==> src/rtl/c8_pkg.sv <==
// ----------------------------------------------------------------------------
// c8_pkg
// Shared types, constants and the font table of the interpreter core.
// ----------------------------------------------------------------------------
`default_nettype none

package c8_pkg;

    localparam int STACK_DEPTH  = 16;
    localparam int MEMORY_BYTES = 4096;
    localparam int SP_W         = $clog2(STACK_DEPTH + 1);
    localparam int SP_IDX_W     = $clog2(STACK_DEPTH);
    localparam int MEM_AW       = $clog2(MEMORY_BYTES);
    localparam int IN_W         = 40;
    localparam int OUT_W        = 104;
    localparam int CFG_IDX_W    = 1;
    localparam int CFG_W        = 16;
    localparam int STEP_W       = 5;

    localparam logic [11:0] START_DEFAULT = 12'h200;
    localparam logic [15:0] SEED_DEFAULT  = 16'hACE1;
    localparam int          FONT_BYTES    = 80;

    // request kinds
    localparam logic [1:0] REQ_EXEC  = 2'd0;
    localparam logic [1:0] REQ_WRITE = 2'd1;
    localparam logic [1:0] REQ_TICK  = 2'd2;
    localparam logic [1:0] REQ_ROW   = 2'd3;

    // result status codes
    localparam logic [2:0] STAT_OK        = 3'd0;
    localparam logic [2:0] STAT_OVERFLOW  = 3'd1;
    localparam logic [2:0] STAT_UNDERFLOW = 3'd2;
    localparam logic [2:0] STAT_KEY_WAIT  = 3'd3;
    localparam logic [2:0] STAT_UNKNOWN   = 3'd4;

    // configuration register indexes
    localparam logic [CFG_IDX_W-1:0] CFG_START = 1'd0;
    localparam logic [CFG_IDX_W-1:0] CFG_SEED  = 1'd1;

    // micro-operations issued by the controller
    typedef enum logic [3:0] {
        UOP_CLEAR    = 4'd0,
        UOP_IDLE     = 4'd1,
        UOP_DISPATCH = 4'd2,
        UOP_FETCH_HI = 4'd3,
        UOP_FETCH_LO = 4'd4,
        UOP_READ_X   = 4'd5,
        UOP_READ_Y   = 4'd6,
        UOP_EXEC     = 4'd7,
        UOP_DRAW_RD  = 4'd8,
        UOP_DRAW_WR  = 4'd9,
        UOP_BCD      = 4'd10,
        UOP_STORE    = 4'd11,
        UOP_LOAD_RD  = 4'd12,
        UOP_LOAD_WR  = 4'd13,
        UOP_RESP     = 4'd14
    } uop_t;

    // multi-cycle instruction classes
    typedef enum logic [2:0] {
        CLS_NONE  = 3'd0,
        CLS_DRAW  = 3'd1,
        CLS_BCD   = 3'd2,
        CLS_STORE = 3'd3,
        CLS_LOAD  = 3'd4
    } cls_t;

    typedef struct packed {
        uop_t uop;
        logic in_xfer;
        logic out_load;
    } cmd_t;

    typedef struct packed {
        logic [1:0] req;
        cls_t       cls;
        logic       loop_done;
        logic       clear_last;
    } stat_t;

    function automatic logic [7:0] font_byte(input logic [6:0] a);
        logic [7:0] b;
        case (a)
            7'd0, 7'd4, 7'd10, 7'd12, 7'd14, 7'd15, 7'd17, 7'd19, 7'd22,
            7'd25, 7'd27, 7'd29, 7'd30, 7'd32, 7'd34, 7'd35, 7'd40, 7'd42,
            7'd44, 7'd45, 7'd47, 7'd49, 7'd50, 7'd52, 7'd60, 7'd64, 7'd70,
            7'd72, 7'd74, 7'd75, 7'd77: b = 8'hF0;
            7'd1, 7'd2, 7'd3, 7'd20, 7'd21, 7'd33, 7'd41, 7'd43, 7'd46,
            7'd51, 7'd53, 7'd54, 7'd56, 7'd58, 7'd66, 7'd67, 7'd68: b = 8'h90;
            7'd5, 7'd7, 7'd8, 7'd37: b = 8'h20;
            7'd6: b = 8'h60;
            7'd9: b = 8'h70;
            7'd11, 7'd16, 7'd18, 7'd23, 7'd24, 7'd28, 7'd36, 7'd48: b = 8'h10;
            7'd13, 7'd26, 7'd31, 7'd61, 7'd62, 7'd63, 7'd71, 7'd73, 7'd76,
            7'd78, 7'd79: b = 8'h80;
            7'd38, 7'd39: b = 8'h40;
            7'd55, 7'd57, 7'd59, 7'd65, 7'd69: b = 8'hE0;
            default: b = 8'h00;
        endcase
        return b;
    endfunction

endpackage

`default_nettype wire

==> src/rtl/c8_ctrl.sv <==
// ----------------------------------------------------------------------------
// c8_ctrl
// Sequencer of the core: one micro-operation per cycle, handshakes.
// ----------------------------------------------------------------------------
`default_nettype none

module c8_ctrl (
    input  wire logic          aclk,
    input  wire logic          aresetn,
    input  wire logic          s_tvalid,
    output logic               s_tready,
    output logic               m_tvalid,
    input  wire logic          m_tready,
    input  wire c8_pkg::stat_t stat,
    output c8_pkg::cmd_t       cmd
);
    import c8_pkg::*;

    typedef enum logic [14:0] {
        ST_CLEAR    = 15'h0001,
        ST_IDLE     = 15'h0002,
        ST_DISPATCH = 15'h0004,
        ST_FETCH_HI = 15'h0008,
        ST_FETCH_LO = 15'h0010,
        ST_READ_X   = 15'h0020,
        ST_READ_Y   = 15'h0040,
        ST_EXEC     = 15'h0080,
        ST_DRAW_RD  = 15'h0100,
        ST_DRAW_WR  = 15'h0200,
        ST_BCD      = 15'h0400,
        ST_STORE    = 15'h0800,
        ST_LOAD_RD  = 15'h1000,
        ST_LOAD_WR  = 15'h2000,
        ST_RESP     = 15'h4000
    } state_t;

    state_t state_reg, state_next;
    logic   out_valid_reg, out_valid_next;
    logic   slot_free;
    uop_t   uop;

    assign slot_free = !out_valid_reg || m_tready;
    assign s_tready  = (state_reg == ST_IDLE) && slot_free;
    assign m_tvalid  = out_valid_reg;

    // next state and micro-operation
    always_comb begin
        state_next = state_reg;
        uop        = UOP_IDLE;
        case (state_reg)
            ST_CLEAR: begin
                uop = UOP_CLEAR;
                if (stat.clear_last) state_next = ST_IDLE;
            end
            ST_IDLE: begin
                uop = UOP_IDLE;
                if (s_tvalid && s_tready) state_next = ST_DISPATCH;
            end
            ST_DISPATCH: begin
                uop        = UOP_DISPATCH;
                state_next = (stat.req == REQ_EXEC) ? ST_FETCH_HI : ST_RESP;
            end
            ST_FETCH_HI: begin
                uop        = UOP_FETCH_HI;
                state_next = ST_FETCH_LO;
            end
            ST_FETCH_LO: begin
                uop        = UOP_FETCH_LO;
                state_next = ST_READ_X;
            end
            ST_READ_X: begin
                uop        = UOP_READ_X;
                state_next = ST_READ_Y;
            end
            ST_READ_Y: begin
                uop        = UOP_READ_Y;
                state_next = ST_EXEC;
            end
            ST_EXEC: begin
                uop = UOP_EXEC;
                case (stat.cls)
                    CLS_DRAW:  state_next = ST_DRAW_RD;
                    CLS_BCD:   state_next = ST_BCD;
                    CLS_STORE: state_next = ST_STORE;
                    CLS_LOAD:  state_next = ST_LOAD_RD;
                    default:   state_next = ST_RESP;
                endcase
            end
            ST_DRAW_RD: begin
                uop        = UOP_DRAW_RD;
                state_next = stat.loop_done ? ST_RESP : ST_DRAW_WR;
            end
            ST_DRAW_WR: begin
                uop        = UOP_DRAW_WR;
                state_next = ST_DRAW_RD;
            end
            ST_BCD: begin
                uop = UOP_BCD;
                if (stat.loop_done) state_next = ST_RESP;
            end
            ST_STORE: begin
                uop = UOP_STORE;
                if (stat.loop_done) state_next = ST_RESP;
            end
            ST_LOAD_RD: begin
                uop        = UOP_LOAD_RD;
                state_next = stat.loop_done ? ST_RESP : ST_LOAD_WR;
            end
            ST_LOAD_WR: begin
                uop        = UOP_LOAD_WR;
                state_next = ST_LOAD_RD;
            end
            ST_RESP: begin
                uop = UOP_RESP;
                if (slot_free) state_next = ST_IDLE;
            end
            default: begin
                uop        = UOP_IDLE;
                state_next = ST_IDLE;
            end
        endcase
    end

    // output slot occupancy
    always_comb begin
        out_valid_next = out_valid_reg;
        if (m_tready) out_valid_next = 1'b0;
        if (state_reg == ST_RESP && slot_free) out_valid_next = 1'b1;
    end

    assign cmd.uop      = uop;
    assign cmd.in_xfer  = s_tvalid && s_tready;
    assign cmd.out_load = (state_reg == ST_RESP) && slot_free;

    always_ff @(posedge aclk) begin
        if (!aresetn) begin
            state_reg     <= ST_CLEAR;
            out_valid_reg <= 1'b0;
        end else begin
            state_reg     <= state_next;
            out_valid_reg <= out_valid_next;
        end
    end

endmodule

`default_nettype wire

==> config.mk <==
export PLATFORM = sky130hd
export DESIGN_NAME = c8_ctrl
export DESIGN_NICKNAME = d
export VERILOG_FILES = /design/src/rtl/c8_pkg.sv /design/src/rtl/c8_ctrl.sv
export SDC_FILE = /design/constraint.sdc
export NUM_CORES = 1
export LEC_CHECK = 0
export BUFFER_PORTS_ARGS = -buffer_cell sky130_fd_sc_hd__buf_4
export CAP_MARGIN = 10
export CORE_MARGIN = 4
export CORE_UTILIZATION = 33
export DETAILED_ROUTE_END_ITERATION = 6
export GPL_ROUTABILITY_DRIVEN = 0
export SKIP_CTS_REPAIR_TIMING = 1
export SYNTH_ARGS = -nofsm -noshare
export SYNTH_HDL_FRONTEND = slang
export SYNTH_SLANG_ARGS = --single-unit
==> constraint.sdc <==
create_clock -name aclk -period 2.6 [get_ports aclk]
set_input_delay 0 -clock aclk [delete_from_list [all_inputs] [get_ports aclk]]
set_output_delay 0 -clock aclk [all_outputs]
set_load 0.1 [all_outputs]
# ---- Word-level counts from Yosys, hierarchy flattened
# Index checks and enable logic that the tools add are counted.
dict set report word_totals {
  regBits 16
  inputBits 11
  word_cells 46
  output_inout_bits 8
}
dict set report op_classes {
  mux 12
  n_reduce_logical 9
  eq_ne 23
}
# op n
set ops {}
lappend ops {{case mux 15 bit (14 select lines)} 1}
lappend ops {{two-way mux 15 bit} 7}
lappend ops {{case mux 15 bit (4 select lines)} 1}
lappend ops {{case mux 4 bit (14 select lines)} 1}
lappend ops {{== test 15 x 1 -> 1 bit, second input constant} 1}
lappend ops {{== test 15 x 10 -> 1 bit, second input constant} 1}
lappend ops {{== test 15 x 11 -> 1 bit, second input constant} 1}
lappend ops {{== test 15 x 12 -> 1 bit, second input constant} 1}
lappend ops {{== test 15 x 13 -> 1 bit, second input constant} 1}
lappend ops {{== test 15 x 14 -> 1 bit, second input constant} 1}
lappend ops {{== test 15 bit, second input constant} 1}
lappend ops {{== test 15 x 2 -> 1 bit, second input constant} 1}
lappend ops {{== test 15 x 3 -> 1 bit, second input constant} 1}
lappend ops {{== test 15 x 4 -> 1 bit, second input constant} 1}
lappend ops {{== test 15 x 5 -> 1 bit, second input constant} 1}
lappend ops {{== test 15 x 6 -> 1 bit, second input constant} 1}
lappend ops {{== test 15 x 7 -> 1 bit, second input constant} 1}
lappend ops {{== test 15 x 8 -> 1 bit, second input constant} 1}
lappend ops {{== test 15 x 9 -> 1 bit, second input constant} 1}
lappend ops {{== test 3 x 2 -> 1 bit, second input constant} 2}
lappend ops {{!= test 2 bit, second input constant} 3}
lappend ops {{AND reduction 4 bit} 1}
lappend ops {{== test 3 x 1 -> 1 bit, second input constant} 1}
lappend ops {{== test 3 bit, second input constant} 1}
lappend ops {{8 further kinds} 11}

# ---- Longest topological paths before layout
# Gate-level depths: netlist of run 1.
dict set report logic_depth {
  depth_word 6
  mapped_depth 7
}

# ---- Least setup slack after synthesis of run 1
# Ideal clock, no wire load.
dict set report synth_path {
  path_kind {reg-to-output}
  startpoint {reg state_reg[5]}
  endpoint {out cmd[4] (netlist name)}
  path_slack_ns -0.795
  path_stages_with_launch 5
  arrival_ns 3.395
  path_buffers 1
  cell_sequence {dfxtp_1 > clkbuf_1 > or4b_2 > o21a_1 > o21ai_0}
}
# element line
set synth_rtl {}
lappend synth_rtl {{from (decl)} c8_ctrl.sv:37} ;# state_t state_reg, state_next;
lappend synth_rtl {{from (signal assigned)} c8_ctrl.sv:140} ;# state_reg <= state_next;
lappend synth_rtl {{to (decl)} c8_ctrl.sv:15} ;# output c8_pkg::cmd_t cmd

==> results of run 1 <==
-- cell type report --
| type | count | area (sq um) | share of cell area |
|---|---|---|---|
| Inverter | 1 | 3.75 | 0.00257 |
| Timing Repair Buffer | 24 | 203 | 0.139 |
| Sequential cell | 16 | 324 | 0.222 |
| Tap cell | 46 | 57.6 | 0.0395 |
| Clock buffer | 4 | 36.3 | 0.0249 |
| Multi-Input combinational cell | 124 | 835 | 0.572 |
-- how the worst max path moves through the flow --
stage | from | end | slack, ns
global route | state_reg[4]$_SDFFE_PN0P_ | cmd[3] | 0.02
global placement | state_reg[5]$_SDFFE_PN0P_ | cmd[3] | 0.38
CTS | state_reg[5]$_SDFFE_PN0P_ | cmd[3] | -0.06
detailed placement | state_reg[5]$_SDFFE_PN0P_ | cmd[3] | 0.30
finish | state_reg[4]$_SDFFE_PN0P_ | cmd[3] | 0.10
floorplan | state_reg[9]$_SDFFE_PN0P_ | cmd[1] | -0.15
-- kinds of logic (layout without fill, tap and decap cells) --
family | after synthesis | count (layout)
flops | 16 | 16
simple gates | 87 | 87
compound gates | 28 | 28
xor+xnor | 8 | 8
mux | 1 | 1
buf+inv | 14 | 29
-- worst max-delay path, stage by stage (launching register included) --
cell and delay [ns]:
dfxtp_2 0.39, or4_1 0.62, nor2_2 0.22, nand2_1 0.12
or4_1 0.53, o2111ai_2 0.10, buf_8 0.23
-- routing by layer --
layer | wire, um | global-route usage | share of wire | vias up
li1 | - | - | - | 606
met1 | 1450 | 0.195 | 0.45 | 567
met2 | 1540 | 0.247 | 0.48 | 35
met3 | 194 | 0.0427 | 0.061 | 2
met4 | 14 | 0.0298 | 0.0044 | 0
met5 | 0 | 0 | 0 | -
-- layout by cell type, fill, tap and decap left out, types with 6 or more instances in the layout --
cell,instances
buf_4,17
nor3_1,7
nand2_1,14
o21ai_0,7
nand4_1,6
nor2_1,14
nand3_1,6
dlygate4sd3_1,6
nor4b_1,7
dfxtp_1,13
-- power groups by stage --
stage                     logic [mW]  clock network, mW  registers (mW)
final                          0.119              0.176           0.255
after global routing           0.129              0.189           0.256
after CTS                      0.111              0.183           0.255
after detailed placement       0.110                  0           0.261
after global placement         0.111                  0           0.261
after floorplan               0.0792                  0           0.260
-- stage by stage --
step / util / setup TNS [ns]
3_3_place_gp: 0.391 / 0
2_1_floorplan: - / -0.319
5_1_grt: 0.427 / 0
6_report: 0.427 / 0
3_5_place_dp: 0.391 / 0
4_1_cts: 0.402 / -0.0609
==> summary.txt, run 1 <==
Status
  – Status: finished clean

Synthesis
  – Sequential element share of the synthesized area: 0.267
  – Post-Syn Area: 1200 sq um
  – Post-synthesis register bit count: 16
  – Number of synthesized flops with an enable pin: 0
  – Synth warnings: 0
  – Post-synth top cells: dfxtp_1 (16), nor2_1 (15), nand2_1 (14)
  – Multiplexer share of the synthesized area: 0.00938
  – Async SR Flop Fraction: 0
  – Synth Area in Compound Gates: 0.164
  – Simple-gate share of the synthesized area: 0.446
  – Largest family of logic cells by synthesized area: simple AND/OR/NAND/NOR gates
  – Largest cells by area after synthesis: dfxtp_1 (27%), nor4b_1 (5.1%), nor2_1 (4.7%), nand2_1 (4.4%), xnor2_1 (3.6%)
  – Netlist cell types: 50
  – Xor/xnor share of the synthesized area: 0.0584
  – Cell with the most instances after synthesis: dfxtp_1
  – Post-Syn Nets: 165
  – Adder-cell share of the synthesized area: 0
  – Gate Count Post-Synth: about 150
  – Top-area cell type share of the netlist area: 0.267
  – Average size of a mapped cell: between 7 and 8 sq um
  – Yosys top cell by area: dfxtp_1
  – Top_reg_cell synth: dfxtp_1

Clock tree
  – Clock buffer depth: 2
  – CTS tree: done
  – Clock-pin transition on the worst setup and hold timing paths: about 0.11 ns
  – H-tree depth: 1
  – CTS root buf: clkbuf_4
  – Clk_lat worst skew: about 0.30 ns
  – CTS sink cnt: 16
  – Total CTS buffers: 3

Timing
  – Final WS setup: between 0.1 and 0.15 ns
  – Post-layout min period: 2.50 ns
  – Max-slew headroom: 0.627
  – Worst Skew: 0.00700 ns
  – Worst Tran Pin Value: 0.555 ns
  – Final hold slack: ~0.017 ns
  – FMAX: 0.400 GHz
  – Final critical-path share of the clock period: 0.961
  – Fin. Hold Viols: 0
  – Finish-stage setup viols: 0
  – Pins Over Slew Limit: 0
  – RSZ-0062 raised after global routing: false

Global route
  – GRT overflow: 0
  – Antenna violations before repair: 0
  – Vias in the first global route: 1162
  – Global Route Usage Sum: 0.150
  – Largest net degree at the start of global routing: 15
  – First-pass GRT wire length: 5370 um

Critical path
  – Critical Path Sink Type: output pin
  – Worst Path Arrival: roughly 2.5 ns
  – R2r endpoint: state_reg[0]$_SDFFE_PN1P_
  – R2R depth: 5
  – R2R Setup Slk: 0.45 ns
  – Critical path peak fanout: 11
  – Critical path launch point type: flop
  – Reg-to-reg startpoint: state_reg[8]$_SDFFE_PN0P_
  – Crit Path Class: reg2out
  – Data required, critical path: 2.60 ns

Floorplan
  – Die Span Y: 68.3 um
  – I/O pin cnt: 19
  – Std-Cell Rows: 21
  – Initial core utilization: 0.351
  – Core Area: 3420 sq um
  – Die area: approximately 4700 sq um
  – Die width: 68.3 um

Pwr
  – NetSw: ~170 uW
  – Leak: 0.548 nW
  – Power Density: 377 nW/um^2
  – Cell-internal power: 380 uW
  – Overall power: 550 uW
  – Clock share of power: 0.319
  – Sequential power share: 0.464
  – Peak VDD IR: 0.263 mV
  – Sw frac: 0.309
  – Gate power share: 0.216

Layout
  – Ant diodes: 0
  – Area Growth Syn to Fin: 21.6%
  – Fin cells: 215
  – Layout cell share with drive strength beyond 1: 0.243
  – Design Area, Final: 1460 sq um
  – Fin nets: 181
  – Max reg flops: 15
  – FILL cells: 369

Drt
  – Vias: about 1.2k
  – Initial DRT Pass Iterations: 4
  – Number of remaining DRC errors: 0
  – Post-DRT Antenna Nets: 0
  – Wire per inst: 14.9 um
  – First DRT Iteration DRCs: 91
  – Vias per std cell: 5.63
  – WL final: approximately 3200 um

Min path
  – Hold Crit Start: m_tready
  – Worst Hold Depth: 3
  – Worst min path class: in2reg
  – Hold Path Sink: m_tvalid$_SDFFE_PN0P_

Placement
  – Post-Place Worst Slack: between 0.2 and 0.3 ns
  – Post-DP HPWL: 2400 um
  – Dpl cells: 205
  – Area of placed instances: 1340 sq um
  – IO Port Bufs: 18

Flow run
  – Max Cap Violations: 0
(Power assumes the default switching activity.)
==> run 2: changes to the inputs <==
- clock period: 2.6 -> 2 ns (I/O delays scaled with it)
==> summary.txt, run 2 (same netlist as run 1, synthesis figures left out) <==
Pwr
  – Power Density: between 300 and 400 nW/um^2
  – Leak: 0.701 nW
  – Peak VDD IR: 0.247 mV
  – Overall power: around 710 uW

Clock tree
  – CTS root buf: clkbuf_4
  – CTS tree: done
  – Clk_lat worst skew: 0.29 ns
  – Clock-pin transition on the worst setup and hold timing paths: 0.09 ns
  – CTS sink cnt: 16
  – Clock buffer depth: 2
  – H-tree depth: 1
  – Total CTS buffers: 3

Global route
  – First-pass GRT wire length: 5700 um
  – Vias in the first global route: about 1.2k
  – Global Route Usage Sum: 0.162
  – Largest net degree at the start of global routing: 15
  – Antenna violations before repair: 0
  – GRT overflow: 0

Drt
  – Number of remaining DRC errors: 0
  – WL final: 3590 um
  – Vias: 1304
  – Post-DRT Antenna Nets: 0
  – Initial DRT Pass Iterations: 4
  – Vias per std cell: 5.50
  – Wire per inst: 15.2 um
  – First DRT Iteration DRCs: 72

Timing
  – Pins Over Slew Limit: 0
  – Max-slew headroom: 0.542
  – FMAX: 0.460 GHz
  – RSZ-0062 raised after global routing: true
  – Post-layout min period: 2.17 ns
  – Fin. Hold Viols: 0
  – Final critical-path share of the clock period: 1.09
  – Finish-stage setup viols: 4
  – Worst Skew: 0.00508 ns
  – Total Neg Setup Slack: -0.500 ns
  – Worst Tran Pin Value: 0.677 ns
  – Final WS setup: -0.174 ns

Layout
  – Most frequent cells in the layout: buf_4 (35), dfxtp_1 (15), nand2_1 (12)
  – Area Growth Syn to Fin: 50.3%
  – Register area: approximately 320 sq um
  – Fin nets: just over 200
  – FILL cells: 324
  – Ant diodes: 0
  – Most common cell after layout, fill and taps aside: buf_4
  – Layout cell share with drive strength beyond 1: 0.403
  – Max reg flops: 15
  – Combined area of the multi-input logic cells: 945 sq um

Floorplan
  – Core Area: 3420 sq um
  – Initial core utilization: 0.351
  – Std-Cell Rows: 21
  – Die Span Y: 68.3 um
  – Die area: 4660 sq um
  – I/O pin cnt: 19
  – Die width: 68.3 um

Placement
  – IO Port Bufs: 18
  – Post-DP HPWL: between 2000 and 3000 um

Critical path
  – Critical path launch point type: flop
  – Data required, critical path: 2.00 ns
  – Crit Path Class: reg2out
  – Critical Path Sink Type: output pin
  – Critical path peak fanout: 2
  – Worst Path Arrival: around 2.2 ns

Status
  – Failing checks: negative setup slack
  – Status: complete, but fails checks

Flow run
  – Max Cap Violations: 0

Min path
  – Worst min path class: in2reg
run 2: through the flow:
step / setup WS [ns] / util / hold WS, ns / area, sq um / instances
final: -0.174 / 0.528 / 0.0154 / 1800 / 237
after global routing: -0.245 / 0.528 / 0.00996 / 1800 / 237
after floorplan: -0.113 / - / 0.126 / 1250 / 154
after CTS: -0.342 / 0.462 / -0.0558 / 1580 / 231
after global placement: 0.0165 / 0.456 / 0.240 / 1560 / 228
after detailed placement: -0.00769 / 0.456 / 0.234 / 1560 / 228
run 2: cell type report:
cell class / count / share of cell area
Multi-Input combinational cell: 124 / 0.524
Timing Repair Buffer: 47 / 0.251
Sequential cell: 16 / 0.178
Tap cell: 46 / 0.0319
Clock buffer: 3 / 0.0125
Inverter: 1 / 0.00208
run 2: worst paths after layout:
path                                   start                          to  slack (ns)  cells past startpoint
hold / removal                       stat[1]   state_reg[9]$_SDFFE_PN0P_        0.02                      3
setup reg to reg  state_reg[10]$_SDFFE_PN0P_  state_reg[11]$_SDFFE_PN0P_        0.11                      7
setup / recovery   state_reg[4]$_SDFFE_PN0P_                      cmd[3]       -0.17                      6
hold reg to reg        m_tvalid$_SDFFE_PN0P_       m_tvalid$_SDFFE_PN0P_        0.54                      2
run 2: metal layers:
| layer | vias to the layer above | track usage | share of wire |
|---|---|---|---|
| li1 | 647 | - | - |
| met1 | 614 | 0.217 | 0.43 |
| met2 | 33 | 0.264 | 0.50 |
| met3 | 10 | 0.0263 | 0.042 |
| met4 | 0 | 0.0496 | 0.020 |
| met5 | - | 0 | 0 |
run 2: report_power, final:
group	leakage (nW)	total (mW)	internal (mW)	switching, mW
registers	0.130	0.332	0.324	0.00882
logic	0.558	0.206	0.0927	0.113
clock network	0.0138	0.174	0.0701	0.104
run 2: worst max-delay path: stages (launching register included):
cell and delay, ns:
dfxtp_1 0.32, or4_4 0.56, nor2_4 0.12, nand2_1 0.07, or4_4 0.51, o2111ai_4 0.09, buf_12 0.20
==> run 3: changes to the inputs <==
- CAP_MARGIN: 10 -> 25
- CELL_PAD_IN_SITES_DETAIL_PLACEMENT: not set -> 1
- CELL_PAD_IN_SITES_GLOBAL_PLACEMENT: not set -> 2
- CORE_UTILIZATION: 33 -> 29
- PLACE_DENSITY_LB_ADDON: not set -> 0.1
- TNS_END_PERCENT: not set -> 5
==> summary.txt, run 3 (same netlist as run 1, synthesis figures left out) <==
Status
  – Status: complete, but fails checks
  – Failing checks: negative hold slack, negative setup slack

Clock tree
  – CTS tree: done
  – CTS root buf: clkbuf_8
  – Clock buffer depth: 2
  – Clk_lat worst skew: approximately 0.25 ns
  – CTS sink cnt: 16
  – Clock-pin transition on the worst setup and hold timing paths: 0.06 ns
  – Total CTS buffers: 3
  – H-tree depth: 1

Layout
  – Max reg flops: 15
  – Ant diodes: 0
  – Fin cells: around 240
  – Area Growth Syn to Fin: 45.2%
  – Design Area, Final: 1740 sq um
  – Most common cell after layout, fill and taps aside: buf_4
  – Layout cell share with drive strength beyond 1: 0.420
  – Fin nets: 201
  – Most frequent cells in the layout: buf_4 (37), dfxtp_1 (14), nor2_1 (11), nand2_1 (11)

Timing
  – Finish-stage setup viols: 2
  – Worst Tran Pin Value: 0.648 ns
  – Worst Skew: approximately 0.00094 ns
  – Final WS setup: -0.180 ns
  – Post-layout min period: 2.18 ns
  – Max-slew headroom: 0.562
  – Fin. Hold Viols: 1
  – FMAX: 0.459 GHz
  – RSZ-0062 raised after global routing: true
  – Final critical-path share of the clock period: 1.09
  – Final hold slack: -0.00282 ns
  – Pins Over Slew Limit: 0

Floorplan
  – Initial core utilization: 0.300
  – Die Span Y: slightly above 70 um
  – Std-Cell Rows: 23
  – Die area: about 5200 sq um
  – I/O pin cnt: 19
  – Core Area: 4000 sq um
  – Die width: 72.3 um

Global route
  – First-pass GRT wire length: 6710 um
  – Antenna violations before repair: 0
  – Largest net degree at the start of global routing: 15
  – Vias in the first global route: roughly 1.3k
  – GRT overflow: 0
  – Global Route Usage Sum: 0.162

Pwr
  – Power Density: 439 nW/um^2
  – Leak: a little under 0.7 nW
  – Peak VDD IR: 0.257 mV

Critical path
  – Critical path launch point type: flop
  – Critical Path Sink Type: output pin
  – Data required, critical path: 2.00 ns
  – Slowest-stage cell, CP: or4_4
  – Crit Path Class: reg2out
  – R2R Setup Slk: 0.13 ns
  – Critical path peak fanout: 2
  – CP cell instances: or4_4 -> nor2_4 -> nand2_2 -> or4_4 -> o2111ai_4 -> buf_12
  – Critical path's largest stage delay: 0.56 ns
  – Most numerous cell on the critical path: or4_4
  – Worst Path Arrival: between 2 and 2.5 ns

Drt
  – Post-DRT Antenna Nets: 0
  – WL final: 4000 um
  – Number of remaining DRC errors: 0
  – First DRT Iteration DRCs: 41
  – Wire per inst: 16.8 um
  – Initial DRT Pass Iterations: 5
  – Vias: 1328
  – Vias per std cell: 5.58

Placement
  – Post-DP HPWL: 3170 um
  – Post-Place Worst Slack: -0.0612 ns
  – IO Port Bufs: 18
  – Area of placed instances: 1560 sq um
  – Dpl cells: ~230

Min path
  – Worst min path class: in2reg

Flow run
  – Max Cap Violations: 0
## run 3: power by group
part / switching (mW) / internal [mW] / total, mW
registers: 0.00908 / 0.324 / 0.333
logic: 0.108 / 0.0773 / 0.185
clock network: 0.112 / 0.134 / 0.246
## run 3: cell type report
type	count	area [sq um]
Fill cell	471	2260
Multi-Input combinational cell	124	917
Timing Repair Buffer	44	394
Sequential cell	16	323
Tap cell	50	62.6
Clock buffer	3	41.3
Inverter	1	3.75
## run 3: path summary, 6_finish.rpt
check        cells past startpoint                          to                 startpoint
max                              6                      cmd[3]  state_reg[7]$_SDFFE_PN0P_
min                              2  state_reg[11]$_SDFFE_PN0P_                    stat[2]
max reg2reg                      7  state_reg[10]$_SDFFE_PN0P_  state_reg[3]$_SDFFE_PN0P_
min reg2reg                      2       m_tvalid$_SDFFE_PN0P_      m_tvalid$_SDFFE_PN0P_
## run 3: routing by layer
| metal | global-route usage | up-vias | share of wire |
|---|---|---|---|
| li1 | - | 645 | - |
| met1 | 0.209 | 647 | 0.44 |
| met2 | 0.282 | 34 | 0.50 |
| met3 | 0.0249 | 2 | 0.052 |
| met4 | 0.0376 | 0 | 0.0050 |
| met5 | 0 | - | 0 |
## run 3: worst max-delay path: cells and delay by family, from the launching register on
kind	cells	cell delay [ns]
and+or+nand+nor	4	1.30
buffers and inverters	1	0.20
DFF	1	0.32
AOI/OAI and AO/OA	1	0.10
## run 3: per-stage QoR
stage | hold WS [ns] | power (mW) | util | TNS (ns)
4_1_cts | -0.00527 | 0.755 | 0.399 | -1.46
6_report | -0.00282 | 0.764 | 0.435 | -0.253
2_1_floorplan | 0.126 | 0.447 | - | -0.339
3_5_place_dp | 0.249 | 0.508 | 0.389 | -0.0612
3_3_place_gp | 0.242 | 0.504 | 0.389 | 0
5_1_grt | 0.00277 | 0.798 | 0.435 | -0.584
